**config.mk**
```make
export PLATFORM = sky130hd
export DESIGN_NAME = sync_frame_parser_sum8
export DESIGN_NICKNAME = d
export VERILOG_FILES = /design/src/sv/sfp_pkg.sv /design/src/sv/sync_frame_parser_sum8.sv
export VERILOG_INCLUDE_DIRS = /design/src /design/src/sv
export SDC_FILE = /design/constraint.sdc
export NUM_CORES = 1
export LEC_CHECK = 0
export BUFFER_PORTS_ARGS = -buffer_cell sky130_fd_sc_hd__buf_2
export CAP_MARGIN = 10
export CORE_UTILIZATION = 65
export CTS_BUF_LIST = sky130_fd_sc_hd__clkbuf_4 sky130_fd_sc_hd__clkbuf_8
export DETAILED_ROUTE_END_ITERATION = 10
export GPL_TIMING_DRIVEN = 0
export PLACE_DENSITY = 0.87
export SYNTH_ARGS = -nofsm -noshare
export SYNTH_HDL_FRONTEND = slang
export SYNTH_SLANG_ARGS = --single-unit
export TNS_END_PERCENT = 5
```
**constraint.sdc**
```tcl
create_clock -name clock -period 11.2 [get_ports clock]
set_input_delay 2.24 -clock clock [delete_from_list [all_inputs] [get_ports clock]]
set_output_delay 2.24 -clock clock [all_outputs]
set_load 0.02 [all_outputs]
```
**src/sv/sync_frame_parser_sum8_macros.svh**
```systemverilog
// Assertion macros shared by the frame parser RTL.
`ifndef SYNC_FRAME_PARSER_SUM8_MACROS_SVH
`define SYNC_FRAME_PARSER_SUM8_MACROS_SVH

// Check an expression at every clock edge outside reset.
`define SFP_ASSERT_ALWAYS(lbl, expr) \
   lbl: assert property (@(posedge clock) disable iff (reset) (expr)) \
      else $error("frame parser check failed");

// Check that a consequent holds in the cycle after its antecedent.
`define SFP_ASSERT_NEXT(lbl, ante, cons) \
   lbl: assert property (@(posedge clock) disable iff (reset) (ante) |=> (cons)) \
      else $error("frame parser check failed");

// Check that a consequent holds in the same cycle as its antecedent.
`define SFP_ASSERT_SAME(lbl, ante, cons) \
   lbl: assert property (@(posedge clock) disable iff (reset) (ante) |-> (cons)) \
      else $error("frame parser check failed");

`endif

```
**src/sv/sfp_pkg.sv**
```systemverilog
// Constants and types of the sync frame parser.
package sfp_pkg;

   localparam logic [7:0] SYNC_A     = 8'hAA;
   localparam logic [7:0] SYNC_B     = 8'h55;
   localparam logic [7:0] HEADER_SUM = 8'hFF;

   localparam int unsigned PAYLOAD_DEPTH = 9;
   localparam int unsigned POS_W         = 4;

   // Frame offsets of interest.
   localparam logic [POS_W-1:0] POS_HUNT   = 4'd0;
   localparam logic [POS_W-1:0] POS_SYNC_B = 4'd1;
   localparam logic [POS_W-1:0] POS_FIRST  = 4'd2;
   localparam logic [POS_W-1:0] POS_LAST   = 4'd10;
   localparam logic [POS_W-1:0] POS_CHECK  = 4'd11;

   typedef struct packed {
      logic [7:0]  seq_number;
      logic [7:0]  flag_bits;
      logic [15:0] ball_pos;
      logic [15:0] target_pos;
      logic [15:0] score_raw;
      logic [7:0]  mode_byte;
   } result_type;

endpackage

```
**src/sv/sync_frame_parser_sum8.sv**
```systemverilog
// Top level of the sync frame parser: header hunt, payload capture and sum check.
//
// Usage: feed received bytes on req_rx_byte with req_valid; a byte transfers on a
// rising edge with req_valid high and req_stall low. The parser hunts for the
// header 0xAA 0x55, captures frame offsets 2..10 and compares offset 11 with the
// 8-bit sum of offsets 0..10. A matching frame yields one transfer on the rsp_
// channel carrying sequence, flags, three little-endian 16-bit values and mode;
// a mismatching frame is dropped without notice.
// Throughput: one byte per cycle while req_stall is low. A result is registered in
// the output register, or in the skid register while rsp_stall holds the output.
// Per-byte work is a compare, an 8-bit add and a store between state and result registers.
// When the receiver holds rsp_stall, the pending result stays in the output
// register and a second result goes to a one-entry skid register; req_stall is
// raised only while that skid register is full.
// Reset (synchronous, active high) returns the parser to the hunt, clears the
// running sum and empties the output and skid registers.
module sync_frame_parser_sum8 (
   input  logic        clock,
   input  logic        reset,
   input  logic        req_valid,
   output logic        req_stall,
   input  logic [7:0]  req_rx_byte,
   output logic        rsp_valid,
   input  logic        rsp_stall,
   output logic [7:0]  rsp_seq_number,
   output logic [7:0]  rsp_flag_bits,
   output logic [15:0] rsp_ball_pos,
   output logic [15:0] rsp_target_pos,
   output logic [15:0] rsp_score_raw,
   output logic [7:0]  rsp_mode_byte
);
   import sfp_pkg::*;
   `include "sync_frame_parser_sum8_macros.svh"

   logic [POS_W-1:0] pos_ff, pos_in;
   logic [7:0]       sum_ff, sum_in;
   logic [7:0]       store_ff [PAYLOAD_DEPTH];
   logic             store_we;
   logic [POS_W-1:0] store_idx;
   logic             req_xfer;
   logic             rsp_xfer;
   logic             hit;
   logic             header_xfer;
   logic             check_xfer;
   result_type       result;
   result_type       out_ff, out_in;
   result_type       skid_ff, skid_in;
   logic             out_valid_ff, out_valid_in;
   logic             skid_valid_ff, skid_valid_in;

   assign req_stall = skid_valid_ff;
   assign req_xfer  = req_valid && !req_stall;
   assign rsp_xfer  = out_valid_ff && !rsp_stall;
   assign store_idx = pos_ff - POS_FIRST;

   // Advance the frame position and running sum for each byte transfer.
   always_comb begin
      pos_in   = pos_ff;
      sum_in   = sum_ff;
      store_we = 1'b0;
      hit      = 1'b0;
      if (req_xfer) begin
         if (pos_ff == POS_SYNC_B) begin
            if (req_rx_byte == SYNC_B) begin
               pos_in = POS_FIRST;
               sum_in = HEADER_SUM;
            end else if (req_rx_byte == SYNC_A) begin
               pos_in = POS_SYNC_B;
            end else begin
               pos_in = POS_HUNT;
            end
         end else if (pos_ff >= POS_FIRST && pos_ff <= POS_LAST) begin
            store_we = 1'b1;
            sum_in   = sum_ff + req_rx_byte;
            pos_in   = pos_ff + 4'd1;
         end else if (pos_ff == POS_CHECK) begin
            pos_in = POS_HUNT;
            hit    = (sum_ff == req_rx_byte);
         end else begin
            // Hunt, also for positions past the frame end.
            pos_in = (req_rx_byte == SYNC_A) ? POS_SYNC_B : POS_HUNT;
         end
      end
   end

   // Assemble the result from the captured payload.
   always_comb begin
      result.seq_number = store_ff[0];
      result.flag_bits  = store_ff[1];
      result.ball_pos   = {store_ff[3], store_ff[2]};
      result.target_pos = {store_ff[5], store_ff[4]};
      result.score_raw  = {store_ff[7], store_ff[6]};
      result.mode_byte  = store_ff[8];
   end

   // Steer results through the output register and the skid register.
   always_comb begin
      out_in        = out_ff;
      out_valid_in  = out_valid_ff;
      skid_in       = skid_ff;
      skid_valid_in = skid_valid_ff;
      if (!out_valid_ff || rsp_xfer) begin
         if (skid_valid_ff) begin
            out_in        = skid_ff;
            out_valid_in  = 1'b1;
            skid_valid_in = 1'b0;
         end else if (hit) begin
            out_in       = result;
            out_valid_in = 1'b1;
         end else begin
            out_valid_in = 1'b0;
         end
      end else if (hit) begin
         skid_in       = result;
         skid_valid_in = 1'b1;
      end
   end

   // Hold control state; clear it on reset.
   always_ff @(posedge clock) begin
      if (reset) begin
         pos_ff        <= POS_HUNT;
         sum_ff        <= '0;
         out_valid_ff  <= 1'b0;
         skid_valid_ff <= 1'b0;
      end else begin
         pos_ff        <= pos_in;
         sum_ff        <= sum_in;
         out_valid_ff  <= out_valid_in;
         skid_valid_ff <= skid_valid_in;
      end
   end

   // Capture payload bytes and result data.
   always_ff @(posedge clock) begin
      if (store_we) begin
         store_ff[store_idx] <= req_rx_byte;
      end
      out_ff  <= out_in;
      skid_ff <= skid_in;
   end

   assign rsp_valid      = out_valid_ff;
   assign rsp_seq_number = out_ff.seq_number;
   assign rsp_flag_bits  = out_ff.flag_bits;
   assign rsp_ball_pos   = out_ff.ball_pos;
   assign rsp_target_pos = out_ff.target_pos;
   assign rsp_score_raw  = out_ff.score_raw;
   assign rsp_mode_byte  = out_ff.mode_byte;

   // Header completion and checksum byte transfers, for the checks below.
   assign header_xfer = req_xfer && pos_ff == POS_SYNC_B && req_rx_byte == SYNC_B;
   assign check_xfer  = req_xfer && pos_ff == POS_CHECK;

   // Checks on the parser's own logic.
   `SFP_ASSERT_ALWAYS(a_pos_in_frame, pos_ff <= POS_CHECK)
   `SFP_ASSERT_NEXT(a_header_load, header_xfer, pos_ff == POS_FIRST && sum_ff == HEADER_SUM)
   `SFP_ASSERT_ALWAYS(a_skid_behind_out, !skid_valid_ff || out_valid_ff)
   `SFP_ASSERT_SAME(a_result_from_check, $rose(out_valid_ff), $past(check_xfer))
   `SFP_ASSERT_SAME(a_skid_only_stalled, $rose(skid_valid_ff), $past(rsp_stall))

endmodule
```
Word level (Yosys, flattened, before mapping)

Memories as Yosys holds them, arrays and structs flattened.
Index checks and enable logic that the tools add are counted.

$add $sub $neg: 3
Multiply operators: 0
Div/mod/pow operators: 0
Order comparisons: 2
Eq/ne operators: 6
Shift-type cells: 0
Muxes and demuxes: 21
Bitwise logic cells: 1
Reduce and logical (&&, ||, !) cells: 13

Operators with widths:

| cell                | count |
|---|---|
| $mux 72             | 2 |
| $mux 8              | 3 |
| $mux 1              | 12 |
| $mux 4              | 3 |
| $add 8x8->8         | 1 |
| $eq 8x7->1 const B  | 1 |
| $eq 8x8->1          | 1 |
| $eq 8x8->1 const B  | 1 |
| $add 4x1->4 const B | 1 |
| $eq 4x1->1 const B  | 1 |
| $eq 4x4->1 const B  | 1 |
| $ge 4x2->1 const B  | 1 |
| $le 4x4->1 const B  | 1 |
| $reduce_and 2->1    | 2 |
| $reduce_bool 2->1   | 2 |
| $sub 4x2->4 const B | 1 |
| $logic_and 1x1->1   | 3 |
| $logic_not 1->1     | 3 |
| $reduce_and 3->1    | 1 |
| $mux 2              | 1 |
| $ne 2x1->1 const B  | 1 |
| $reduce_or 2->1     | 1 |
| $logic_or 1x1->1    | 1 |
| $not 1->1           | 1 |

Register bits after elaboration: 158
Latch bits: 0
Bits in writable memories: 72
Bits in read-only memories: 0
Bits of input ports: 12
Output and inout port bits: 74
Memories: 1

Memories:

| memory   | depth | bits a word | rd ports | clocked after Yosys merged registers in | wr ports | RTL line                     | text |
|---|---|---|---|---|---|---|---|
| store_ff | 9     | 8           | 9        | 0                                       | 1        | sync_frame_parser_sum8.sv:37 | `logic [7:0] store_ff [PAYLOAD_DEPTH];` |

Logic depth before layout (Yosys ltp)

Depth after elaboration: 7
Depth in mapped cells: 9
Gate-level depth less buffers: 8

Worst setup path before layout

No wires, ideal clock.

Path kind: input -> register
Start point: input port req_rx_byte[3]
End point: register out_ff, in the netlist rsp_ball_pos[0] (enable)
Arrival: 6.860 ns
Required time: 10.674 ns
Slack: 3.814 ns
Cell stages on the path: 5
Path buffers: 0
Cell sequence: ha_1 or4_1 nor3_2 a21oi_1 a21oi_1

Longest elaborated chain between the ends: 7

Ends and longest elaborated chain:

| what                               | RTL line                      | text |
|---|---|---|
| start, declared                    | sync_frame_parser_sum8.sv:22  | `input logic [7:0] req_rx_byte,` |
| $eq 8x8->1                         | sync_frame_parser_sum8.sv:78  | `hit = (sum_ff == req_rx_byte);` |
| $mux 1                             | sync_frame_parser_sum8.sv:76  | `end else if (pos_ff == POS_CHECK) begin` |
| $mux 1                             | sync_frame_parser_sum8.sv:72  | `end else if (pos_ff >= POS_FIRST && pos_ff <= POS_LAST) begin` |
| $mux 1                             | sync_frame_parser_sum8.sv:63  | `if (pos_ff == POS_SYNC_B) begin` |
| $mux 1                             | sync_frame_parser_sum8.sv:62  | `if (req_xfer) begin` |
| $reduce_bool 2->1 (no source line) | -                             |  |
| $reduce_and 2->1 (no source line)  | -                             |  |
| end signal, assigned               | sync_frame_parser_sum8.sv:139 | `out_ff <= out_in;` |
| end, declared                      | sync_frame_parser_sum8.sv:46  | `result_type out_ff, out_in;` |

Every way passes these cells.
A chain may end at the register's enable or synchronous reset.

Worst setup path after layout

Start point: input port req_rx_byte[3]
End point: register out_ff, in the netlist rsp_ball_pos[5] (enable)

Same word-level chain as after synthesis.

==> results.toml <==
[run_status]
status = "completed"

[timing]
slew_viol_final = 0
hold_violations = 0
rsz0062_at_grt = "false"
worstMarginPinSlew_ps = 999
fin_crit_ps = 4680
fin_setup_tns_ps = 0
fmax_mhz = 214
period_share_pct = 41.8
skew_ps = 16.2
slew_headroom_pct = 33.2
setup_violations = 0

[clocking]
cts_hold_buffers = 0
clockRootBuffer = "clkbuf_8"
htree_levels = 2
clock_sinks = 230
cts-resized-gates = 0
postCtsSetupBuffers = 0
cts_tree = "yes"
cts_max_path_buffers = 3
clk_pin_slew_ps = 70
cts_buffers = 34
worstSkewPairLatency_ps = 500

[run]
drv_cap = 0

[logic_synthesis]
syn-cell-area_mm2 = 0.00858
ys.flop_type = "edfxtp_1"
synthCells = 438
ys_seq_area_share_pct = 78.8
ys_warn_count = 0
ys_ff_latch = 230
yosysUniqueCellTypes = 52
synth-edff-count = 216
syn_area_per_cell_um2 = 19.6
ys_async_sr_fraction_pct = 0
syn_nets = 465

[placed_design]
dp_hpwl_um = 9680
port_buffers = 85
placed_area_mm2 = 0.00932
place_congestion = 0.880

[worst_setup_path]
cp.arrival_ps = 4870
reg2reg_from = "pos_ff[0]"
critical_path_class = "input port to register"
cp_max_fo = 29
critPathLaunchType = "input port"
end_kind = "register"
critPathLaunch = "req_rx_byte[3]"
critPathRequiredTime_ps = 11390

[routing]
vias = 4414
drt-pass1-iter-count = 4
drt_wl_total_um = 15800
routed_via_density = 5.87
first_iter_violations = 373
drc = 0
ant_nets = 0
wl_per_cell_um = 21.0

[pwr]
power.density_mw_per_mm2 = 157
vdd_drop_max_v = 0.0000794
p_leak_nw = 3.43

[die]
io_pins = 86
die_w_um = 117
fp-row-count = 41
initial_core_util_pct = 67.5
die_area_mm2 = 0.0137
core_area_mm2 = 0.0127
die_h_um = 117

[final_layout]
drive_above_1_share_pct = 40.9
syn2layout_area_growth_pct = 15.7
final_cell_area_mm2 = 0.00993
nets = 590
num_antenna_cells = 0

[min_path]
worstHoldStart = "store_ff[8][4]"
hold_class = "register to register"

[global_routing]
grt_antenna_before_repair = 0
grt-ovfl-total = 0
track_usage_pct = 24.5
grt_start_max_net_pins = 59
grt_pass1_wl_um = 24200
grt_pass1_vias = 4527
## cells by family after synthesis
kind of cell               synth area share (%)
xor gates and xnor gates                  0.510
DFF                                        78.8
adders and majority gates                  2.27
and+or+nand+nor                            4.91
buffers and inverters                      1.11
muxes                                      9.45
AOI/OAI and AO/OA                          2.92
## stage by stage
stage	utilization [%]	std cells	worst slack [ps]	total power [mW]	hold WS, ps
2_1_floorplan	-	438	3810	0.954	422
3_3_place_gp	72.5	695	2120	0.965	428
3_5_place_dp	73.3	698	6020	0.966	430
4_1_cts	78.0	751	6540	1.57	425
5_1_grt	78.1	752	6380	1.60	433
6_report	78.1	752	6520	1.56	429
## Yosys cell counts, types with 2 or more instances
master / number / share of area, %
edfxtp_1: 216 / 76
mux2_2: 72 / 9.4
dfxtp_1: 14 / 3.3
ha_1: 14 / 2.0
a21oi_1: 9 / 0.52
and2_1: 9 / 0.66
inv_1: 8 / 0.35
buf_2: 7 / 0.41
nor3_1: 7 / 0.41
nand2_1: 6 / 0.26
nor2_1: 6 / 0.26
nor3_2: 6 / 0.70
a211oi_1: 5 / 0.44
nor2b_1: 5 / 0.36
o21ai_0: 3 / 0.17
xor2_1: 3 / 0.31
a21o_1: 2 / 0.17
a22oi_1: 2 / 0.17
and3_1: 2 / 0.15
and4_1: 2 / 0.20
buf_6: 2 / 0.26
clkbuf_1: 2 / 0.087
nand2b_1: 2 / 0.15
nand4_1: 2 / 0.15
o21a_1: 2 / 0.17
o21ai_1: 2 / 0.12
o31a_1: 2 / 0.20
xnor2_1: 2 / 0.20
## flip-flops by register name (all words and copies together), names as in the netlist
name and flops:
rsp_target_pos 16, sum_ff 8, req_stall 1, rsp_score_raw 16, skid_ff 72, rsp_mode_byte 8, pos_ff 4, rsp_seq_number 8
rsp_ball_pos 16, rsp_valid 1, rsp_flag_bits 8, store_ff 72
## routing by layer
| metal | share of wire (%) | track usage [%] | up-vias |
|---|---|---|---|
| met3 | 6.8 | 4.48 | 49 |
| met1 | 41 | 32.7 | 2151 |
| met5 | 0 | 0 | - |
| met4 | 3.4 | 12.3 | 0 |
| li1 | - | - | 1974 |
| met2 | 49 | 39.4 | 240 |
## worst paths after layout
kind	cells past startpoint	to	slack, ps
worst max-delay path	7	rsp_ball_pos[5]	6520
worst min-delay path	0	skid_ff[4]	430
worst max register to register	8	rsp_ball_pos[5]	8270
worst min register to register	0	skid_ff[4]	430
## layout by cell type, fill, tap and decap left out, drive strengths merged, types with 2 or more instances in the layout
cell type / instances
a21oi: 9
and3: 2
nand2b: 2
nand4: 3
edfxtp: 216
nor2: 7
inv: 8
a21o: 2
a22oi: 2
o21ai: 6
o31a: 2
clkinv: 6
dfxtp: 14
ha: 14
nand2: 7
nor2b: 5
clkbuf: 49
a211oi: 5
mux2: 72
buf: 98
xnor2: 2
and4: 3
o21a: 2
nor3: 14
and2: 9
nor4: 2
xor2: 3
## where the power goes
part	switching [mW]	internal, mW
Sequential	0.0000176	0.930
Combinational	0.0138	0.00449
Clock	0.281	0.333
## worst max-delay path, stage by stage
cell	delay (ps)
buf_2	320
ha_1	360
or4_1	570
nor3_2	170
a21oi_1	160
a21oi_4	780
buf_16	260
## layout make-up
class | instances | area, um2
Inverter | 8 | 30.0
Multi-Input combinational cell | 189 | 1740
Fill cell | 679 | 2790
Buffer | 11 | 65.1
Sequential cell | 230 | 6770
Tap cell | 172 | 215
Timing Repair Buffer | 89 | 513
Clock inverter | 6 | 25.0
Clock buffer | 47 | 584
Note: power is estimated with default switching activity, not from simulation.
